[src/rtl/clas_pkg.sv]
// ----------------------------------------------------------------------------
// clas_pkg
// shared types and constants of the command-line argument splitter
// ----------------------------------------------------------------------------
package clas_pkg;

    // field widths fixed by the interface
    localparam int CH_W    = 16;
    localparam int BS_W    = 8;
    localparam int ARG_W   = 15;
    localparam int UNIT_W  = 16;
    localparam int PHASE_W = 3;

    // characters
    localparam logic [CH_W-1:0] CH_NUL   = 16'h0000;
    localparam logic [CH_W-1:0] CH_TAB   = 16'h0009;
    localparam logic [CH_W-1:0] CH_SPACE = 16'h0020;
    localparam logic [CH_W-1:0] CH_QUOTE = 16'h0022;
    localparam logic [CH_W-1:0] CH_BSL   = 16'h005C;

    // argument counter stops here so that the total fits in ARG_W bits
    localparam logic [ARG_W-1:0] ARG_LIMIT = 15'd32766;

    // parse phases
    localparam logic [PHASE_W-1:0] PH_START  = 3'd0;
    localparam logic [PHASE_W-1:0] PH_NAME   = 3'd1;
    localparam logic [PHASE_W-1:0] PH_NAME_Q = 3'd2;
    localparam logic [PHASE_W-1:0] PH_GAP    = 3'd3;
    localparam logic [PHASE_W-1:0] PH_ARG    = 3'd4;

    // control part of the parse state
    typedef struct packed {
        logic [PHASE_W-1:0] phase;
        logic               in_quote;
        logic               quote_pending;
        logic               run_overflow;
    } ctl_t;

    localparam ctl_t CTL_RESET = '{
        phase:         PH_START,
        in_quote:      1'b0,
        quote_pending: 1'b0,
        run_overflow:  1'b0
    };

    // one result
    typedef struct packed {
        logic [BS_W-1:0]   backslashes;
        logic              has_char;
        logic [CH_W-1:0]   char_out;
        logic              arg_end;
        logic [ARG_W-1:0]  arg_index;
        logic              line_end;
        logic [ARG_W-1:0]  arg_total;
        logic [UNIT_W-1:0] unit_total;
        logic              run_saturated;
    } res_t;

endpackage

[src/rtl/clas_step.sv]
// ----------------------------------------------------------------------------
// clas_step
// one character of the splitter: next parse state and the optional result
// ----------------------------------------------------------------------------
module clas_step #(
    parameter int CHAR_BITS = 16,
    parameter int RUN_MAX   = 255,
    parameter int MAX_LINE  = 32767,
    localparam int RUN_W    = $clog2(RUN_MAX + 1)
) (
    input  logic [clas_pkg::CH_W-1:0]   ch,
    input  clas_pkg::ctl_t              ctl,
    input  logic [RUN_W-1:0]            run_count,
    input  logic [clas_pkg::ARG_W-1:0]  arg_number,
    input  logic [clas_pkg::UNIT_W-1:0] unit_count,
    output clas_pkg::ctl_t              ctl_next,
    output logic [RUN_W-1:0]            run_next,
    output logic [clas_pkg::ARG_W-1:0]  arg_next,
    output logic [clas_pkg::UNIT_W-1:0] unit_next,
    output logic                        emit,
    output clas_pkg::res_t              res
);

    localparam logic [clas_pkg::CH_W-1:0] CharMask =
        clas_pkg::CH_W'((32'd1 << CHAR_BITS) - 32'd1);
    localparam int SUM_W = clas_pkg::UNIT_W + 2;

    logic [clas_pkg::CH_W-1:0]   c;
    logic                        is_blank;
    logic                        is_nul;
    logic                        is_quote;
    logic                        is_bsl;
    clas_pkg::ctl_t              ctl_upd;
    logic [RUN_W-1:0]            run_upd;
    logic [clas_pkg::ARG_W-1:0]  arg_upd;
    logic                        name_go;
    logic                        quoted;
    logic                        arg_go;
    logic                        iq;
    logic                        qp;
    logic [RUN_W-1:0]            r;
    logic [RUN_W-1:0]            half;
    logic [RUN_W:0]              unit_add;
    logic [RUN_W-1:0]            bs;
    logic                        hc;
    logic [clas_pkg::CH_W-1:0]   co;
    logic                        aend;
    logic                        lend;
    logic                        clear;
    logic [SUM_W-1:0]            unit_sum;
    logic [clas_pkg::UNIT_W-1:0] unit_new;

    always_comb
    begin
        c        = ch & CharMask;
        is_blank = (c == clas_pkg::CH_SPACE) || (c == clas_pkg::CH_TAB);
        is_nul   = (c == clas_pkg::CH_NUL);
        is_quote = (c == clas_pkg::CH_QUOTE);
        is_bsl   = (c == clas_pkg::CH_BSL);

        ctl_upd  = ctl;
        run_upd  = run_count;
        arg_upd  = arg_number;
        name_go  = 1'b0;
        quoted   = 1'b0;
        arg_go   = 1'b0;
        iq       = ctl.in_quote;
        qp       = ctl.quote_pending;
        r        = run_count;
        half     = run_count >> 1;
        unit_add = '0;
        emit     = 1'b0;
        bs       = '0;
        hc       = 1'b0;
        co       = c;
        aend     = 1'b0;
        lend     = 1'b0;
        clear    = 1'b0;

        case (ctl.phase)
            clas_pkg::PH_NAME, clas_pkg::PH_NAME_Q:
            begin
                name_go = 1'b1;
                quoted  = (ctl.phase == clas_pkg::PH_NAME_Q);
            end
            clas_pkg::PH_GAP:
            begin
                if (is_nul)
                begin
                    emit  = 1'b1;
                    lend  = 1'b1;
                    clear = 1'b1;
                end
                else if (!is_blank)
                begin
                    // first character of a new argument
                    if (arg_number < clas_pkg::ARG_LIMIT)
                    begin
                        arg_upd = arg_number + 1'b1;
                    end
                    ctl_upd.phase = clas_pkg::PH_ARG;
                    arg_go = 1'b1;
                    iq     = 1'b0;
                    qp     = 1'b0;
                    r      = '0;
                    half   = '0;
                end
            end
            clas_pkg::PH_ARG:
            begin
                arg_go = 1'b1;
            end
            default:
            begin
                // program name start
                if (is_quote)
                begin
                    ctl_upd.phase = clas_pkg::PH_NAME_Q;
                end
                else
                begin
                    ctl_upd.phase = clas_pkg::PH_NAME;
                    name_go = 1'b1;
                end
            end
        endcase

        // program name: no escapes
        if (name_go)
        begin
            unit_add = (RUN_W+1)'(1);
            emit     = 1'b1;
            if (is_nul)
            begin
                aend  = 1'b1;
                lend  = 1'b1;
                clear = 1'b1;
            end
            else if (quoted ? is_quote : is_blank)
            begin
                aend          = 1'b1;
                ctl_upd.phase = clas_pkg::PH_GAP;
            end
            else
            begin
                hc = 1'b1;
            end
        end

        // later arguments: backslash and quote rules
        if (arg_go)
        begin
            ctl_upd.quote_pending = 1'b0;
            if (qp)
            begin
                iq = 1'b0;
            end
            ctl_upd.in_quote = iq;
            if (qp && is_quote)
            begin
                // doubled quote inside quotes
                unit_add = (RUN_W+1)'(1);
                emit     = 1'b1;
                hc       = 1'b1;
                co       = clas_pkg::CH_QUOTE;
            end
            else if (is_bsl)
            begin
                if (r < RUN_W'(RUN_MAX))
                begin
                    run_upd = r + 1'b1;
                end
                else
                begin
                    run_upd = r;
                    ctl_upd.run_overflow = 1'b1;
                end
            end
            else
            begin
                run_upd = '0;
                if (is_quote)
                begin
                    bs = half;
                    if (r[0])
                    begin
                        // odd run escapes the quote
                        unit_add = {1'b0, half} + 1'b1;
                        emit     = 1'b1;
                        hc       = 1'b1;
                    end
                    else
                    begin
                        unit_add = {1'b0, half};
                        if (iq)
                        begin
                            ctl_upd.quote_pending = 1'b1;
                        end
                        else
                        begin
                            ctl_upd.in_quote = 1'b1;
                        end
                        emit = (half != '0);
                    end
                end
                else
                begin
                    unit_add = {1'b0, r} + 1'b1;
                    bs       = r;
                    emit     = 1'b1;
                    if (is_nul)
                    begin
                        aend  = 1'b1;
                        lend  = 1'b1;
                        clear = 1'b1;
                    end
                    else if (!iq && is_blank)
                    begin
                        aend          = 1'b1;
                        ctl_upd.phase = clas_pkg::PH_GAP;
                    end
                    else
                    begin
                        hc = 1'b1;
                    end
                end
            end
        end

        // saturating character count
        unit_sum = SUM_W'(unit_count) + SUM_W'(unit_add);
        if (unit_sum > SUM_W'(MAX_LINE))
        begin
            unit_new = clas_pkg::UNIT_W'(MAX_LINE);
        end
        else
        begin
            unit_new = unit_sum[clas_pkg::UNIT_W-1:0];
        end

        res.backslashes   = clas_pkg::BS_W'(bs);
        res.has_char      = hc;
        res.char_out      = hc ? co : '0;
        res.arg_end       = aend;
        res.arg_index     = arg_upd;
        res.line_end      = lend;
        res.arg_total     = lend ? (arg_upd + 1'b1) : '0;
        res.unit_total    = lend ? unit_new : '0;
        res.run_saturated = ctl_upd.run_overflow;

        // nul ends the line and restarts the parse
        if (clear)
        begin
            ctl_next  = clas_pkg::CTL_RESET;
            run_next  = '0;
            arg_next  = '0;
            unit_next = '0;
        end
        else
        begin
            ctl_next  = ctl_upd;
            run_next  = run_upd;
            arg_next  = arg_upd;
            unit_next = unit_new;
        end
    end

endmodule

[src/rtl/command_line_argument_splitter.sv]
// ----------------------------------------------------------------------------
// command_line_argument_splitter
// splits a command-line character stream into arguments, one char a request
// ----------------------------------------------------------------------------
// usage
//   input channel: ch with ch_valid / ch_stall, one character per request;
//   a nul character ends the line, reports the totals and restarts parsing
//   output channel: the result fields with res_valid / res_stall; a
//   character that appends nothing and ends nothing gives no result
//   (blanks between arguments, backslashes, an opening quote)
//   path: a result reaches the result register after its character is
//   taken into the input register, then through the parse logic into the
//   result register
//   throughput: one character per cycle while no stall holds it; the
//   state update is combinational between the input and result registers
//   reset: rst_n clears the valid bits of both registers and the parse
//   state; the block then expects the first character of the program name
//   stall: while res_stall holds a waiting result, the character in the
//   input register waits, ch_stall rises, and the state does not move
// ----------------------------------------------------------------------------
module command_line_argument_splitter #(
    parameter int CHAR_BITS = 16,
    parameter int RUN_MAX   = 255,
    parameter int MAX_LINE  = 32767
) (
    input  logic                        clk,
    input  logic                        rst_n,
    // character requests
    input  logic                        ch_valid,
    output logic                        ch_stall,
    input  logic [clas_pkg::CH_W-1:0]   ch,
    // result requests
    output logic                        res_valid,
    input  logic                        res_stall,
    output logic [clas_pkg::BS_W-1:0]   backslashes,
    output logic                        has_char,
    output logic [clas_pkg::CH_W-1:0]   char_out,
    output logic                        arg_end,
    output logic [clas_pkg::ARG_W-1:0]  arg_index,
    output logic                        line_end,
    output logic [clas_pkg::ARG_W-1:0]  arg_total,
    output logic [clas_pkg::UNIT_W-1:0] unit_total,
    output logic                        run_saturated
);

    localparam int RUN_W = $clog2(RUN_MAX + 1);

    // input register
    logic                        in_valid_reg;
    logic                        in_valid_next;
    logic [clas_pkg::CH_W-1:0]   ch_reg;

    // parse state
    clas_pkg::ctl_t              ctl_reg;
    clas_pkg::ctl_t              ctl_next;
    logic [RUN_W-1:0]            run_reg;
    logic [RUN_W-1:0]            run_next;
    logic [clas_pkg::ARG_W-1:0]  arg_reg;
    logic [clas_pkg::ARG_W-1:0]  arg_next;
    logic [clas_pkg::UNIT_W-1:0] unit_reg;
    logic [clas_pkg::UNIT_W-1:0] unit_next;

    // result register
    logic                        res_valid_reg;
    logic                        res_valid_next;
    clas_pkg::res_t              res_reg;
    clas_pkg::res_t              step_res;
    logic                        step_emit;

    logic                        ch_take;
    logic                        res_free;
    logic                        advance;

    // result register free when empty or being taken this cycle
    assign res_free = !res_valid_reg || !res_stall;
    assign advance  = in_valid_reg && res_free;
    assign ch_stall = in_valid_reg && !res_free;
    assign ch_take  = ch_valid && !ch_stall;

    clas_step #(
        .CHAR_BITS (CHAR_BITS),
        .RUN_MAX   (RUN_MAX),
        .MAX_LINE  (MAX_LINE)
    ) u_step (
        .ch         (ch_reg),
        .ctl        (ctl_reg),
        .run_count  (run_reg),
        .arg_number (arg_reg),
        .unit_count (unit_reg),
        .ctl_next   (ctl_next),
        .run_next   (run_next),
        .arg_next   (arg_next),
        .unit_next  (unit_next),
        .emit       (step_emit),
        .res        (step_res)
    );

    always_comb
    begin
        if (ch_take)
        begin
            in_valid_next = 1'b1;
        end
        else if (advance)
        begin
            in_valid_next = 1'b0;
        end
        else
        begin
            in_valid_next = in_valid_reg;
        end

        if (advance && step_emit)
        begin
            res_valid_next = 1'b1;
        end
        else if (!res_stall)
        begin
            res_valid_next = 1'b0;
        end
        else
        begin
            res_valid_next = res_valid_reg;
        end
    end

    // control registers
    always_ff @(posedge clk or negedge rst_n)
    begin
        if (!rst_n)
        begin
            in_valid_reg  <= 1'b0;
            res_valid_reg <= 1'b0;
            ctl_reg       <= clas_pkg::CTL_RESET;
            run_reg       <= '0;
            arg_reg       <= '0;
            unit_reg      <= '0;
        end
        else
        begin
            in_valid_reg  <= in_valid_next;
            res_valid_reg <= res_valid_next;
            if (advance)
            begin
                ctl_reg  <= ctl_next;
                run_reg  <= run_next;
                arg_reg  <= arg_next;
                unit_reg <= unit_next;
            end
        end
    end

    // payload registers
    always_ff @(posedge clk)
    begin
        if (ch_take)
        begin
            ch_reg <= ch;
        end
        if (advance && step_emit)
        begin
            res_reg <= step_res;
        end
    end

    assign res_valid     = res_valid_reg;
    assign backslashes   = res_reg.backslashes;
    assign has_char      = res_reg.has_char;
    assign char_out      = res_reg.char_out;
    assign arg_end       = res_reg.arg_end;
    assign arg_index     = res_reg.arg_index;
    assign line_end      = res_reg.line_end;
    assign arg_total     = res_reg.arg_total;
    assign unit_total    = res_reg.unit_total;
    assign run_saturated = res_reg.run_saturated;

endmodule
[config.mk]
export PLATFORM = sky130hd
export DESIGN_NAME = command_line_argument_splitter
export DESIGN_NICKNAME = d
export VERILOG_FILES = /design/src/rtl/clas_pkg.sv /design/src/rtl/clas_step.sv /design/src/rtl/command_line_argument_splitter.sv
export SDC_FILE = /design/constraint.sdc
export NUM_CORES = 1
export LEC_CHECK = 0
export BUFFER_PORTS_ARGS = -buffer_cell sky130_fd_sc_hd__buf_2
export CAP_MARGIN = 20
export CORE_AREA = 4 4 140 142
export CTS_CLUSTER_SIZE = 10
export DETAILED_ROUTE_END_ITERATION = 6
export DIE_AREA = 0 0 144 146
export PLACE_DENSITY = 0.58
export SYNTH_ARGS = -nofsm -noshare
export SYNTH_HDL_FRONTEND = slang
export SYNTH_SLANG_ARGS = --single-unit
[constraint.sdc]
create_clock -name clk -period 15.7 [get_ports clk]
set_input_delay 0.785 -clock clk [delete_from_list [all_inputs] [get_ports clk]]
set_output_delay 0.785 -clock clk [all_outputs]
set_load 0.01 [all_outputs]
Word-level counts from Yosys, hierarchy flattened
Cells that the tools add are included.
W data, S select, Z words.

word-level totals
  register bits = 137
  logic and storage cells = 161

operators by class
  reduce and logical (&&, ||, !) cells = 23
  muxes and demuxes = 99
  magnitude comparators = 3
  add/subtract/negate cells = 6
  eq/ne operators = 10
  bitwise gates (word level) = 1

operators by type and width
  operator                 number
  $mux W8                  11
  $mux W15                 5
  $mux W16                 4
  $mux W1                  55
  $mux W9                  5
  $eq A16 B6 Y1 const B    2
  $add A15 B1 Y15 const B  2
  $mux W3                  8
  $add A8 B1 Y9 const B    2
  $gt A18 B15 Y1 const B   1
  $mux W6                  3
  $add A16 B9 Y17          1
  $eq A16 B4 Y1 const B    1
  $eq A16 B7 Y1 const B    1
  $logic_not A16 Y1        1
  $lt A15 B15 Y1 const B   1
  $add A8 B1 Y8 const B    1
  $lt A8 B8 Y1 const B     1
  $reduce_bool A8 Y1       1
  $mux W7                  1
  $eq A3 B2 Y1 const B     2
  $logic_and A1 B1 Y1      6
  $mux W2                  3
  $pmux W3 S2              1
  13 further kinds         23

Longest topological paths before layout
  depth after elaboration = 16
  mapped depth = 23

Hierarchy
A second synthesis with hierarchy kept.

second synthesis, totals
  cell total of the unflattened synthesis = 690
  area total of the unflattened synthesis = 7663.6 um^2

modules (own cells, without submodules)
  module                          cells each  seq. area each (um^2)  instances  area each (um^2)
  command_line_argument_splitter  196         3878.7                 1          4675.7
  clas_step                       494         0.0                    1          2987.9

Least setup slack after synthesis
No wires, ideal clock.

  kind = flip-flop to flip-flop
  start point = reg ch_reg[11] in the netlist's numbering
  end point = reg res_reg (netlist bit arg_end) (enable)
  period minus slack after synthesis = 5920 ps
  cell stages (with the launch flop) = 9
  path slack = 9780 ps
  data required time = 15168 ps
  buffers on the path = 2
  arrival = 5387 ps
  cell sequence = edfxtp_1 nor3_1 and3_1 buf_1 a21oi_1 clkbuf_1 a31oi_1 o21ai_0 a21oi_1

between the ends
  longest elaborated chain between the ends = 12

RTL lines
  what                                            line                                   text
  start, declared                                 command_line_argument_splitter.sv:51   logic [clas_pkg::CH_W-1:0] ch_reg;
  start signal, assigned                          command_line_argument_splitter.sv:158  ch_reg <= ch;
  $eq A16 B6 Y1 or $eq A16 B4 Y1 (tied branches)  clas_step.sv:56                        is_blank = (c == clas_pkg::CH_SPACE) || (c == clas_pkg::CH_TAB);
  $logic_or A1 B1 Y1                              clas_step.sv:56
  $mux W7                                         clas_step.sv:94                        else if (!is_blank)
  $mux W8                                         clas_step.sv:88                        if (is_nul)
  $mux W8                                         clas_step.sv:80                        case (ctl.phase)
  $reduce_bool A8 Y1                              clas_step.sv:203                       emit = (half != '0);
  $mux W1                                         clas_step.sv:185                       if (r[0])
  $mux W1                                         clas_step.sv:182                       if (is_quote)
  $mux W1                                         clas_step.sv:167                       else if (is_bsl)
  $mux W1                                         clas_step.sv:159                       if (qp && is_quote)
  $mux W1 *                                       clas_step.sv:151                       if (arg_go)
  $logic_and A1 B1 Y1 *                           command_line_argument_splitter.sv:160  if (advance && step_emit)
  end signal, assigned                            command_line_argument_splitter.sv:162  res_reg <= step_res;
  end, declared                                   command_line_argument_splitter.sv:66   clas_pkg::res_t res_reg;

Mark *: on every way between the ends. The rest lies on a longest branch, timed or not.
A chain may end at the register's enable or synchronous reset.

Final worst setup path
  start point = reg ch_reg[14] in the netlist's numbering
  end point = reg unit_reg[10] in the netlist's numbering

between the ends
  longest elaborated chain between the ends = 15

RTL lines
  what                                            line                                   text
  $eq A16 B6 Y1 or $eq A16 B4 Y1 (tied branches)  clas_step.sv:56
  $logic_or A1 B1 Y1                              clas_step.sv:56
  $mux W7                                         clas_step.sv:94
  $mux W8                                         clas_step.sv:88
  $mux W8                                         clas_step.sv:80
  $add A8 B1 Y9                                   clas_step.sv:188                       unit_add = {1'b0, half} + 1'b1;
  $mux W9                                         clas_step.sv:185
  $mux W9                                         clas_step.sv:182
  $mux W9                                         clas_step.sv:167
  $mux W9                                         clas_step.sv:159
  $mux W9                                         clas_step.sv:151
  $add A16 B9 Y17                                 clas_step.sv:231                       unit_sum = SUM_W'(unit_count) + SUM_W'(unit_add);
  $gt A18 B15 Y1                                  clas_step.sv:232                       if (unit_sum > SUM_W'(MAX_LINE))
  $mux W16                                        clas_step.sv:232
  $mux W16 *                                      clas_step.sv:252                       if (clear)
  end signal, assigned                            command_line_argument_splitter.sv:148  unit_reg <= unit_next;
  end, declared                                   command_line_argument_splitter.sv:60   logic [clas_pkg::UNIT_W-1:0] unit_reg;

Marks and branches as above.

==> impl_metrics.json <==
{
  "slew_viol_final": 0,
  "portBuffers": 95,
  "worst_slew_pin_slew_ps": 985,
  "r2r-end": "unit_reg[10]",
  "rows": 50,
  "drive_above_1_share_pct": 18.9,
  "crit_chain": "nor4_2 > o211ai_1 > o21ai_1 > buf_4 > and2_1 > ha_1 > nand3_1 > nor2_1 > xnor2_1 > nor2_1 > nand2_1 > a21oi_1 > ha_1 > o21a_1 > o21ai_0 > a21oi_1 > a211oi_1 > nor2_1 > a31oi_1 > buf_4 > nor2_1 > nor4_1",
  "synth_nets": 737,
  "worst_path_max_delay_cell": "nor4_2",
  "critPathMaxStageDelay_ps": 520,
  "whs_endpoint": "char_out[12]",
  "synth_top_area_share_pct": 37.6,
  "crit_path_start": "ch_reg[14]",
  "reg2reg_depth": 22,
  "crit_family": "simple AND/OR/NAND/NOR gates",
  "status": "finished, final reports clean",
  "hold_viol": 0,
  "clkSinkCount": 137,
  "grt_pass1_vias": 5657,
  "period_share_pct": 36.5,
  "place_hpwl_mm": 11.9,
  "crit_arrival_ps": 6030,
  "start_kind": "register",
  "cts_tree": "done",
  "clockBufferDepth": 2,
  "drt_iter0_drc": 415,
  "syn2layout_area_growth_pct": 17.9,
  "r2r_setup_slack_ps": 9970,
  "worstPathRequired_ps": 16000,
  "drc": 0,
  "via_per_inst": 5.46,
  "crit_path_end_kind": "register",
  "p_leak_nw": 3.39,
  "synth_seq_area_share_pct": 53.9,
  "async_reset_ff_share_pct": 34.3,
  "hold_path.class": "reg2reg",
  "cts_hold_buf": 0,
  "antenna_found_initial": 0,
  "grt_max_degree": 76,
  "track_usage_pct": 17.3,
  "num_io_pins": 96,
  "relSlewSlack_pct": 34.3,
  "design_area_mm2": 0.00848,
  "ir_worst_vdd_v": 0.0000705,
  "synth_area_mm2": 0.00719,
  "synth_edf_count": 90,
  "synth_top_area_cell": "edfxtp_1",
  "grt-ovfl-total": 0,
  "clk_pin_slew_worst_paths_ps": 60,
  "start_util_pct": 39.0,
  "whs_ps": 448,
  "ys.flop_type": "edfxtp_1",
  "num_antenna_cells": 0,
  "die_h_um": 146,
  "syn_inst": 703,
  "postCtsSetupRepairBufs": 0,
  "r2r-start": "ch_reg[14]",
  "avgSynthCellArea_um2": 10.2,
  "place_area_mm2": 0.00782,
  "critPathKind": "reg2reg",
  "finalNetCount": 810,
  "synth_cell_type_count": 70,
  "setup_viol": 0,
  "chipWidth_um": 144,
  "finalCriticalPeriod_ps": 5730,
  "fin_skew_ps": 12.2,
  "yosysWarnings": 0,
  "crit_path_frequent_cell": "nor2_1",
  "finalNonFillerCells": 1023,
  "hold_depth": 0,
  "dieArea_mm2": 0.0210,
  "ys_seq_elements": 137,
  "vias": 5590,
  "routed_wl_mm": 17.6,
  "wl_per_cell_um": 17.2,
  "dr.pass1.iters": 5,
  "coreArea_mm2": 0.0185,
  "cts_buffers": 17,
  "fin_setup_tns_ps": 0,
  "max_freq_mhz": 175,
  "cp_max_fo": 23,
  "place_inst": 991,
  "cp_num_buf_inv": 2,
  "maxCapViolCount": 0,
  "routabilityCongestion": 0.921,
  "power-per-cell-area_mw_per_mm2": 115,
  "rsz0062_at_grt": "no",
  "cts_root_buf": "clkbuf_16",
  "ys_top_cells_by_area": "edfxtp_1 38%, dfrtp_1 16%, nor2_1 4.1%",
  "clock_latency_ps": 420,
  "min_from": "ch_reg[12]",
  "h-tree-depth": 4,
  "cts_resized": 0,
  "grt_pass1_wl_mm": 28.9,
  "ant_nets": 0
}
[kinds of logic after synthesis]
logic type               count (synthesis)  share of synthesized area [%]
other                                    1                         0.0522
XOR/XNOR                                41                           4.99
adder cells (fa/ha/maj)                 14                           2.54
AO/OA/AOI/OAI                          162                           15.3
flip-flops                             137                           53.9
buffers and inverters                   75                           4.19
AND/OR/NAND/NOR                        269                           18.4
multiplexers                             4                          0.557
[power breakdown]
group | internal, W | switching [W] | leakage (nW)
registers | 0.000419 | 0.0000148 | 1.50
logic | 0.0000372 | 0.0000664 | 1.58
clock network | 0.000290 | 0.000151 | 0.306
[Yosys cell counts, drive strengths merged, types with 2 or more instances]
master,number
nor2b,8
o21a,5
a22o,4
nand2,70
mux2i,4
nor2,78
a21oi,38
xor2,11
and3,12
o211ai,4
o211a,3
o22ai,5
nand2b,2
o31ai,5
edfxtp,90
a31oi,9
and3b,4
and2,10
ha,13
nor3,20
buf,11
nor3b,2
clkbuf,37
or3,4
or2,2
o22a,4
nand4,14
a21boi,2
xnor2,30
dfrtp,47
or4,5
a21o,5
and4,2
o21ai,44
a211oi,11
nor4,5
inv,27
o41ai,4
nand3,28
a2111oi,5
a311oi,3
a2bb2oi,3
[through the flow]
step	util (%)	power, W	setup slack [ps]
global route	45.9	0.00102	9580
floorplan	-	0.000507	9780
detailed placement	42.4	0.000545	10080
global placement	42.3	0.000543	9840
finish	45.9	0.000978	9970
CTS	45.9	0.000989	10010
[placed cells by master (no fill, tap or decap), drive strengths merged, types with 5 or more instances in the layout]
| cell type | n |
|---|---|
| nor2 | 78 |
| nor2b | 8 |
| and2 | 10 |
| xor2 | 11 |
| a211oi | 11 |
| nand2 | 70 |
| a31oi | 9 |
| clkbuf | 21 |
| or4 | 5 |
| o21ai | 44 |
| a2111oi | 5 |
| o22ai | 5 |
| nor3 | 20 |
| o21a | 5 |
| buf | 102 |
| a21oi | 38 |
| and3 | 12 |
| edfxtp | 90 |
| xnor2 | 30 |
| ha | 13 |
| inv | 27 |
| nor4 | 5 |
| o31ai | 5 |
| a21o | 5 |
| nand3 | 28 |
| dfrtp | 47 |
| nand4 | 14 |
| bufinv | 5 |
[how the worst max path moves through the flow]
stage / to / slack (ps) / cells past startpoint
after floorplan: arg_end / 9780 / 8
after global placement: unit_reg[10] / 9840 / 21
after detailed placement: unit_reg[10] / 10080 / 22
after CTS: unit_reg[10] / 10010 / 22
after global routing: unit_reg[10] / 9580 / 22
final: unit_reg[10] / 9970 / 22
[routing by layer]
metal	vias up	share of wire [%]	track usage, %
li1	2700	-	-
met1	2701	43	21.5
met4	0	1.7	5.89
met3	32	4.4	4.17
met5	-	0	0
met2	157	51	29.4
[cell type report]
type,count,area (um2)
clock buffer,21,460
clock inverter,11,194
fill,1738,9980
inverter,27,101
multi-input combinational,491,3020
sequential,137,3880
tap,234,293
timing repair buffer,102,528
Power figures use the tool's default switching activity.
